[src/rtl/brmc_pkg.sv]
// Shared types, constants and decode functions of the banked register and mode control block.
package brmc_pkg;

   localparam int unsigned BANKED_PER_MODE = 7;
   localparam int unsigned NUM_BANKS       = 6;
   localparam int unsigned BANK_ENTRIES    = BANKED_PER_MODE * NUM_BANKS;
   localparam int unsigned BANK_AW         = $clog2(BANK_ENTRIES);

   localparam logic [2:0] SLOT_R13 = 3'(BANKED_PER_MODE - 2);
   localparam logic [2:0] SLOT_R14 = 3'(BANKED_PER_MODE - 1);

   localparam logic [2:0] USR_BANK = 3'd0;
   localparam logic [2:0] FIQ_BANK = 3'd1;
   localparam logic [2:0] IRQ_BANK = 3'd2;
   localparam logic [2:0] SVC_BANK = 3'd3;
   localparam logic [2:0] ABT_BANK = 3'd4;
   localparam logic [2:0] UND_BANK = 3'd5;

   localparam logic [4:0] USR_MODE = 5'h10;
   localparam logic [4:0] FIQ_MODE = 5'h11;
   localparam logic [4:0] IRQ_MODE = 5'h12;
   localparam logic [4:0] SVC_MODE = 5'h13;
   localparam logic [4:0] ABT_MODE = 5'h17;
   localparam logic [4:0] UND_MODE = 5'h1B;
   localparam logic [4:0] SYS_MODE = 5'h1F;

   localparam int unsigned BIT_THUMB = 5;
   localparam int unsigned BIT_IMASK = 7;

   localparam logic [31:0] VEC_IRQ        = 32'h18;
   localparam logic [31:0] PC_AHEAD       = 32'd8;
   localparam logic [31:0] ARM_RET_OFFSET = 32'd4;
   localparam logic [31:0] STATUS_RESET   = {27'd0, SYS_MODE};

   typedef enum logic [2:0] {
      OP_READ   = 3'd0,
      OP_WRITE  = 3'd1,
      OP_STATUS = 3'd2,
      OP_SWITCH = 3'd3,
      OP_IRQ    = 3'd4,
      OP_COND   = 3'd5
   } op_type;

   typedef enum logic [3:0] {
      CC_EQ, CC_NE, CC_CS, CC_CC, CC_MI, CC_PL, CC_VS, CC_VC,
      CC_HI, CC_LS, CC_GE, CC_LT, CC_GT, CC_LE, CC_AL, CC_NV
   } cond_type;

   function automatic logic mode_valid(input logic [4:0] mode);
      case (mode)
         USR_MODE, SYS_MODE, FIQ_MODE, IRQ_MODE,
         SVC_MODE, ABT_MODE, UND_MODE: mode_valid = 1'b1;
         default:                      mode_valid = 1'b0;
      endcase
   endfunction

   // Invalid codes fall back to the user bank.
   function automatic logic [2:0] mode_bank(input logic [4:0] mode);
      case (mode)
         FIQ_MODE: mode_bank = FIQ_BANK;
         IRQ_MODE: mode_bank = IRQ_BANK;
         SVC_MODE: mode_bank = SVC_BANK;
         ABT_MODE: mode_bank = ABT_BANK;
         UND_MODE: mode_bank = UND_BANK;
         default:  mode_bank = USR_BANK;
      endcase
   endfunction

   function automatic logic [BANK_AW-1:0] bank_base(input logic [2:0] bank);
      case (bank)
         FIQ_BANK: bank_base = BANK_AW'(1 * BANKED_PER_MODE);
         IRQ_BANK: bank_base = BANK_AW'(2 * BANKED_PER_MODE);
         SVC_BANK: bank_base = BANK_AW'(3 * BANKED_PER_MODE);
         ABT_BANK: bank_base = BANK_AW'(4 * BANKED_PER_MODE);
         UND_BANK: bank_base = BANK_AW'(5 * BANKED_PER_MODE);
         default:  bank_base = '0;
      endcase
   endfunction

   // Flags are N, Z, C, V from bit 3 down to bit 0.
   function automatic logic cond_holds(input logic [3:0] flags, input logic [3:0] cond);
      logic n, z, c, v;
      n = flags[3];
      z = flags[2];
      c = flags[1];
      v = flags[0];
      case (cond_type'(cond))
         CC_EQ:   cond_holds = z;
         CC_NE:   cond_holds = !z;
         CC_CS:   cond_holds = c;
         CC_CC:   cond_holds = !c;
         CC_MI:   cond_holds = n;
         CC_PL:   cond_holds = !n;
         CC_VS:   cond_holds = v;
         CC_VC:   cond_holds = !v;
         CC_HI:   cond_holds = c && !z;
         CC_LS:   cond_holds = !c || z;
         CC_GE:   cond_holds = (n == v);
         CC_LT:   cond_holds = (n != v);
         CC_GT:   cond_holds = !(z || (n != v));
         CC_LE:   cond_holds = z || (n != v);
         default: cond_holds = 1'b1;
      endcase
   endfunction

endpackage

[src/rtl/banked_register_mode_control.sv]
// Register file with mode banks, status word and IRQ entry sequencer.
//
// A request is taken when start is high and busy is low; busy then stays high
// until the response strobe rsp_valid, which lasts one cycle and cannot be held
// off, so the receiver must take it when it appears. Reads, writes, status
// writes, condition checks, masked IRQs, invalid mode codes and switches that
// keep the bank answer through the decode and response states. A switch between
// banks moves banked registers through the single read and single write port of
// the bank memory, a read state and a write state per register: r13 and r14
// alone, or r8 to r14 for a switch into or out of FIQ mode. A taken IRQ then
// passes through the link register and program counter states. The exception
// base register may be written only while no request is in flight.
module banked_register_mode_control (
   input  logic        clock,
   input  logic        reset,
   input  logic        start,
   output logic        busy,
   input  logic [2:0]  req_op,
   input  logic [3:0]  req_reg_index,
   input  logic [31:0] req_data,
   input  logic [4:0]  req_mode_value,
   input  logic [3:0]  req_cond,
   output logic        rsp_valid,
   output logic [31:0] rsp_read_data,
   output logic        rsp_cond_passed,
   output logic        rsp_irq_taken,
   output logic        rsp_bad_mode,
   output logic [31:0] rsp_status_word,
   output logic [31:0] rsp_saved_status,
   input  logic        csr_write_enable,
   input  logic [31:0] csr_write_data
);

   localparam int unsigned AW = brmc_pkg::BANK_AW;

   typedef enum logic [2:0] {
      ST_IDLE,
      ST_DECODE,
      ST_SWAP_RD,
      ST_SWAP_WR,
      ST_IRQ_LR,
      ST_IRQ_PC,
      ST_RESP
   } state_type;

   state_type        state_ff;
   brmc_pkg::op_type op_ff;
   logic [3:0]       idx_ff;
   logic [31:0]      data_ff;
   logic [4:0]       mode_ff;
   logic [3:0]       cond_ff;

   logic [31:0] base_ff;
   logic [31:0] vis_ff [16];
   logic [31:0] status_ff;
   logic [31:0] saved_irq_ff;   // only the IRQ bank's saved status is ever written

   logic [2:0]  ob_ff;
   logic [2:0]  nb_ff;
   logic [2:0]  slot_ff;
   logic [31:0] ret_ff;
   logic [31:0] old_status_ff;
   logic [31:0] rd_ff;
   logic        pass_ff;
   logic        taken_ff;
   logic        bad_ff;

   logic [31:0]            bank_mem [brmc_pkg::BANK_ENTRIES];
   logic [brmc_pkg::BANK_ENTRIES-1:0] bank_vld_ff;
   logic [31:0]            mem_rdata_ff;
   logic                   mem_rvld_ff;
   logic [AW-1:0]          mem_raddr;
   logic [AW-1:0]          mem_waddr;
   logic                   mem_we;
   logic [31:0]            swap_in;

   logic [3:0]  vis_raddr;
   logic [31:0] vis_rdata;
   logic [2:0]  out_bank;
   logic [2:0]  in_bank;
   logic [4:0]  sw_mode;
   logic [2:0]  sw_ob;
   logic [2:0]  sw_nb;
   logic        sw_fiq;

   assign busy = (state_ff != ST_IDLE);

   // One shared read port on the visible registers.
   always_comb begin
      if (state_ff == ST_SWAP_WR) begin
         vis_raddr = {1'b1, slot_ff};
      end else if (op_ff == brmc_pkg::OP_READ) begin
         vis_raddr = idx_ff;
      end else begin
         vis_raddr = 4'd15;
      end
      vis_rdata = vis_ff[vis_raddr];
   end

   // Slots r8..r12 use the user or FIQ bank; r13 and r14 use the mode's own bank.
   always_comb begin
      if (slot_ff < brmc_pkg::SLOT_R13) begin
         out_bank = (ob_ff == brmc_pkg::FIQ_BANK) ? brmc_pkg::FIQ_BANK : brmc_pkg::USR_BANK;
         in_bank  = (nb_ff == brmc_pkg::FIQ_BANK) ? brmc_pkg::FIQ_BANK : brmc_pkg::USR_BANK;
      end else begin
         out_bank = ob_ff;
         in_bank  = nb_ff;
      end
      mem_raddr = brmc_pkg::bank_base(in_bank) + AW'(slot_ff);
      mem_waddr = brmc_pkg::bank_base(out_bank) + AW'(slot_ff);
      mem_we    = (state_ff == ST_SWAP_WR);
      swap_in   = mem_rvld_ff ? mem_rdata_ff : 32'd0;
   end

   always_comb begin
      sw_mode = (op_ff == brmc_pkg::OP_IRQ) ? brmc_pkg::IRQ_MODE : mode_ff;
      sw_ob   = brmc_pkg::mode_bank(status_ff[4:0]);
      sw_nb   = brmc_pkg::mode_bank(sw_mode);
      sw_fiq  = (sw_ob == brmc_pkg::FIQ_BANK) || (sw_nb == brmc_pkg::FIQ_BANK);
   end

   always_ff @(posedge clock) begin
      if (mem_we) begin
         bank_mem[mem_waddr] <= vis_rdata;
      end
      mem_rdata_ff <= bank_mem[mem_raddr];
   end

   always_ff @(posedge clock) begin
      if (reset) begin
         state_ff         <= ST_IDLE;
         base_ff          <= '0;
         status_ff        <= brmc_pkg::STATUS_RESET;
         saved_irq_ff     <= '0;
         bank_vld_ff      <= '0;
         mem_rvld_ff      <= 1'b0;
         for (int i = 0; i < 16; i++) begin
            vis_ff[i] <= '0;
         end
         op_ff            <= brmc_pkg::OP_READ;
         rsp_valid        <= 1'b0;
         rsp_cond_passed  <= 1'b0;
         rsp_irq_taken    <= 1'b0;
         rsp_bad_mode     <= 1'b0;
         rsp_status_word  <= brmc_pkg::STATUS_RESET;
      end else begin
         rsp_valid   <= (state_ff == ST_RESP);
         mem_rvld_ff <= bank_vld_ff[mem_raddr];
         if (csr_write_enable) begin
            base_ff <= csr_write_data;
         end
         if (mem_we) begin
            bank_vld_ff[mem_waddr] <= 1'b1;
         end
         case (state_ff)
            ST_IDLE: begin
               if (start) begin
                  op_ff    <= brmc_pkg::op_type'(req_op);
                  idx_ff   <= req_reg_index;
                  data_ff  <= req_data;
                  mode_ff  <= req_mode_value;
                  cond_ff  <= req_cond;
                  rd_ff    <= '0;
                  pass_ff  <= 1'b0;
                  taken_ff <= 1'b0;
                  bad_ff   <= 1'b0;
                  state_ff <= ST_DECODE;
               end
            end
            ST_DECODE: begin
               case (op_ff)
                  brmc_pkg::OP_READ: begin
                     rd_ff    <= vis_rdata;
                     state_ff <= ST_RESP;
                  end
                  brmc_pkg::OP_WRITE: begin
                     vis_ff[idx_ff] <= data_ff;
                     state_ff       <= ST_RESP;
                  end
                  brmc_pkg::OP_STATUS: begin
                     status_ff <= {data_ff[31:5], status_ff[4:0]};
                     state_ff  <= ST_RESP;
                  end
                  brmc_pkg::OP_COND: begin
                     pass_ff  <= brmc_pkg::cond_holds(status_ff[31:28], cond_ff);
                     state_ff <= ST_RESP;
                  end
                  brmc_pkg::OP_SWITCH, brmc_pkg::OP_IRQ: begin
                     if (op_ff == brmc_pkg::OP_SWITCH && !brmc_pkg::mode_valid(mode_ff)) begin
                        bad_ff   <= 1'b1;
                        state_ff <= ST_RESP;
                     end else if (op_ff == brmc_pkg::OP_IRQ && status_ff[brmc_pkg::BIT_IMASK]) begin
                        taken_ff <= 1'b0;
                        state_ff <= ST_RESP;
                     end else begin
                        if (op_ff == brmc_pkg::OP_IRQ) begin
                           taken_ff      <= 1'b1;
                           old_status_ff <= status_ff;
                           ret_ff        <= status_ff[brmc_pkg::BIT_THUMB] ? vis_rdata
                                            : vis_rdata - brmc_pkg::ARM_RET_OFFSET;
                        end
                        status_ff[4:0] <= sw_mode;
                        ob_ff          <= sw_ob;
                        nb_ff          <= sw_nb;
                        slot_ff        <= sw_fiq ? 3'd0 : brmc_pkg::SLOT_R13;
                        if (sw_ob != sw_nb) begin
                           state_ff <= ST_SWAP_RD;
                        end else if (op_ff == brmc_pkg::OP_IRQ) begin
                           state_ff <= ST_IRQ_LR;
                        end else begin
                           state_ff <= ST_RESP;
                        end
                     end
                  end
                  default: begin
                     state_ff <= ST_RESP;
                  end
               endcase
            end
            ST_SWAP_RD: begin
               state_ff <= ST_SWAP_WR;
            end
            ST_SWAP_WR: begin
               // The outgoing value goes to the bank memory through mem_we.
               vis_ff[vis_raddr] <= swap_in;
               if (slot_ff == brmc_pkg::SLOT_R14) begin
                  state_ff <= (op_ff == brmc_pkg::OP_IRQ) ? ST_IRQ_LR : ST_RESP;
               end else begin
                  slot_ff  <= slot_ff + 3'd1;
                  state_ff <= ST_SWAP_RD;
               end
            end
            ST_IRQ_LR: begin
               vis_ff[14]   <= ret_ff;
               saved_irq_ff <= old_status_ff;
               status_ff[brmc_pkg::BIT_IMASK] <= 1'b1;
               status_ff[brmc_pkg::BIT_THUMB] <= 1'b0;
               state_ff     <= ST_IRQ_PC;
            end
            ST_IRQ_PC: begin
               vis_ff[15] <= base_ff + brmc_pkg::VEC_IRQ + brmc_pkg::PC_AHEAD;
               state_ff   <= ST_RESP;
            end
            ST_RESP: begin
               rsp_read_data    <= rd_ff;
               rsp_cond_passed  <= pass_ff;
               rsp_irq_taken    <= taken_ff;
               rsp_bad_mode     <= bad_ff;
               rsp_status_word  <= status_ff;
               rsp_saved_status <= (brmc_pkg::mode_bank(status_ff[4:0]) == brmc_pkg::IRQ_BANK)
                                   ? saved_irq_ff : 32'd0;
               state_ff         <= ST_IDLE;
            end
            default: begin
               state_ff <= ST_IDLE;
            end
         endcase
      end
   end

endmodule

[config.mk]
export PLATFORM = sky130hd
export DESIGN_NAME = banked_register_mode_control
export DESIGN_NICKNAME = d
export VERILOG_FILES = /design/src/rtl/brmc_pkg.sv /design/src/rtl/banked_register_mode_control.sv
export SDC_FILE = /design/constraint.sdc
export NUM_CORES = 2
export LEC_CHECK = 0
export BUFFER_PORTS_ARGS = -buffer_cell sky130_fd_sc_hd__buf_2
export CORE_MARGIN = 4
export CORE_UTILIZATION = 55
export DETAILED_ROUTE_END_ITERATION = 7
export PLACE_DENSITY = 0.71
export SKIP_CTS_REPAIR_TIMING = 1
export SLEW_MARGIN = 40
export SYNTH_ARGS = -nofsm -noshare
export SYNTH_HDL_FRONTEND = slang
export SYNTH_SLANG_ARGS = --single-unit
[constraint.sdc]
create_clock -name clock -period 14.1 [get_ports clock]
set_input_delay 0.705 -clock clock [delete_from_list [all_inputs] [get_ports clock]]
set_output_delay 0.705 -clock clock [all_outputs]
set_load 0.02 [all_outputs]
==> summary.md <==
| Metric | Value |
|---|---|
| Fillers | between 10000 and 15000 |
| Setup slack after layout | about 7.3 ns |
| Peak fanout along the critical path | 57 |
| Seq pwr share | 0.515 |
| # setup viols final | 0 |
| RSZ-0062 raised after global routing | false |
| Die Y | 414 um |
| CTS tree | done |
| Setup CP Type | reg2reg |
| Clock Sinks | about 2300 |
| # port buffers | 184 |
| Leak | around 0.035 uW |
| Post-DP Area | between 90000 and 100000 um^2 |
| DP HPWL | 150000 um |
| Largest net degree at the start of global routing | about 140 |
| Drt via density | 6.61 |
| Area Overhead vs Synth | 13.3% |
| Total gr overflow | 0 |
| Cell Int Power | 11700 uW |
| H-tree depth | 4 |
| Status | finished clean |
| Arr. time, crit path | 7.49 ns |
| Starting Density | 0.555 |
| Final std cells w/o fill | 8189 |
| Worst-skew pair later-pin latency | ~0.89 ns |
| Post-synth top flop | edfxtp_1 |
| Die width | around 410 um |
| Clk buf depth | 3 |
| Tcrit/Tclk final | 0.479 |
| Die area | 171000 um^2 |
| Root buf cell | clkbuf_16 |
| Logic pwr share | 0.118 |
| Reg2Reg Setup Slack | approximately 7.3 ns |
| Post-synthesis average cell area | between 15 and 20 um^2 |
| Mapped Cells | approximately 5600 |
| Clock skew | ~0.08 ns |
| EDFF count, synth | just over 2000 |
| Pre-antenna DRT Iters | 8 |
| Total CTS buffers | approximately 220 |
| Slew HR | 0.399 |
| Worst hold path type | in2reg |
| P_sw | ~4000 uW |
| Layout cell share with drive strength beyond 1 | 0.216 |
| Core Area | around 160000 um^2 |
| Ys async rst share | 0 |
| Commonest non-fill, non-tap cell in the layout | edfxtp_1 |
| Place WS | roughly 7.4 ns |
| Most frequent cells in the layout | edfxtp_1, nor2_1, nand2_1 |
| Ports | 185 |
| Total power draw | around 16000 uW |
| Synth Cell Area | 90700 um^2 |
| Routed WL | 268000 um |
| Fmax | between 0.1 and 0.15 GHz |
| Pwr per Cell Area | between 150 and 200 nW/um^2 |
| Worst setup SP type | flop |
| Final count of hold timing violations | 0 |
| Global-route wire length before repair | 382000 um |
| Max IR drop VDD | ~120 uV |
| Clock Power Share | 0.367 |
| CP Data Required Time | between 10 and 15 ns |
| GRT Total Usage | 0.309 |
| Initial antenna violation count | 15 |
| Post-route antenna net violation count | 0 |
| Routability Congestion | just over 0.9 |
| Number of max-cap violations | 0 |
| Sequential area share after synthesis | 0.733 |
| Final Critical Period | 6.76 ns |
| Distinct cells, synth | 86 |
| Drt wl/cell | between 30 and 40 um |
| Vias | 54100 |
| Fin nets | 5915 |
| Vias in the first global route | between 50000 and 60000 |
| Net Sw Frac | 0.256 |
| DR iter-0 viols | 9238 |
| Synth warn | 0 |
| Tightest Pin Transition | 0.898 ns |
| Worst-path clk slew | approximately 0.060 ns |
| # DRC | 0 |
| Net count after synthesis | about 5700 |
| Total negative slack | 0 ns |
| Cell row count | approximately 150 |
| Register bit total from synthesis | 2286 |
| Placed Instances | between 7000 and 8000 |
| Final Cell Area | 103000 um^2 |
| Pins Over Slew Limit | 0 |
| CP Capture Type | flop |
-- cell type report --
class                           count  area, um^2  share of cell area
Clock buffer                      282        5800              0.0565
Multi-Input combinational cell   2861       23300               0.227
Timing Repair Buffer              419        3050              0.0297
Inverter                           36         135             0.00131
Clock inverter                    124        1260              0.0123
Sequential cell                  2286       66500               0.647
Antenna cell                        6        15.0            0.000146
Tap cell                         2175        2720              0.0265
-- through the flow --
| stage | util | hold slack [ns] |
|---|---|---|
| after global placement | 0.582 | 0.401 |
| after CTS | 0.627 | -0.0548 |
| after floorplan | - | 0.400 |
| after global routing | 0.629 | 0.00171 |
| final | 0.629 | 0.0291 |
| after detailed placement | 0.584 | 0.405 |
-- Yosys cell counts, drive strengths merged (7+ instances only) --
cell type | number | area share
a2bb2oi | 14 | 0.0014
o211ai | 59 | 0.0049
mux2 | 46 | 0.0057
or3 | 13 | 0.00090
a31oi | 24 | 0.0017
buf | 113 | 0.0062
a22oi | 21 | 0.0017
ha | 10 | 0.0014
a22o | 32 | 0.0031
mux4 | 397 | 0.099
nand3 | 146 | 0.0081
nor2 | 692 | 0.029
and3 | 45 | 0.0031
nor3b | 7 | 0.00058
nand2 | 507 | 0.021
a21oi | 164 | 0.0091
mux2i | 150 | 0.017
a2111oi | 7 | 0.00068
xor2 | 27 | 0.0026
dfxtp | 213 | 0.047
a211oi | 15 | 0.0012
and2 | 56 | 0.0039
nand3b | 16 | 0.0013
nor4 | 18 | 0.0016
a21o | 7 | 0.00058
nand4 | 19 | 0.0013
edfxtp | 2073 | 0.69
nor3 | 41 | 0.0023
o21ai | 99 | 0.0055
o311ai | 7 | 0.00068
inv | 36 | 0.0015
xnor2 | 42 | 0.0041
nand2b | 23 | 0.0016
o221ai | 7 | 0.00068
a211o | 9 | 0.00087
a32oi | 8 | 0.00077
nor2b | 8 | 0.00055
a221oi | 9 | 0.00087
o22ai | 49 | 0.0034
clkbuf | 258 | 0.011
-- worst paths after layout --
kind                            cells after the start           endpoint    startpoint
worst max-delay path                               12   mem_rdata_ff[11]    slot_ff[1]
worst min-delay path                                1        data_ff[12]  req_data[12]
worst min register to register                      0  rsp_read_data[12]     rd_ff[12]
worst max register to register                     12   mem_rdata_ff[11]    slot_ff[1]
-- layer usage --
layer,share of wire,GRT usage,vias up
li1,-,-,21900
met1,0.35,0.420,27200
met2,0.45,0.464,4165
met3,0.14,0.0877,830
met4,0.057,0.155,10
met5,0.00037,0,-
-- kinds of logic (layout without fill, tap and decap cells) --
group                      Yosys count  in the layout  share of synthesized area
muxes                              593            593                      0.121
DFF                               2286           2286                      0.733
other                                0              6                          0
AOI/OAI and AO/OA                  571            571                     0.0411
xor gates and xnor gates            69             69                    0.00666
and+or+nand+nor                   1615           1615                     0.0776
buffers and inverters              407            861                     0.0184
adders and majority gates           13             13                    0.00193
-- flip-flops by register name, summed over array words and instances, names as in the netlist, 4 cells and up --
register	count
old_status_ff	32
rsp_saved_status	32
rsp_status_word	32
base_ff	32
data_ff	32
bank_vld_ff	42
rd_ff	32
vis_ff	512
saved_irq_ff	32
bank_mem	1344
status_ff	32
idx_ff	4
cond_ff	4
ret_ff	32
rsp_read_data	32
mode_ff	5
mem_rdata_ff	32
-- power groups by stage --
stage | Clock (uW) | Sequential, uW | Combinational [uW]
after floorplan | 0 | 8210 | 1020
after global placement | 0 | 8240 | 1720
after detailed placement | 0 | 8240 | 1790
after CTS | 5820 | 8100 | 1800
after global routing | 6120 | 8110 | 1930
final | 5790 | 8110 | 1860
-- worst max-delay path, cell delays in order (launching register included) --
cell and delay [ns]:
edfxtp_1 0.64, o21ai_1 0.67, maj3_1 0.31, nor2_1 0.07, ha_4 0.18, fa_4 1.22, buf_4 0.63, buf_4 0.67
buf_4 0.76, mux4_2 0.42, mux4_2 0.48, mux2i_1 0.33, o21ai_0 0.13
No activity file was read; power rests on OpenSTA's default activity.
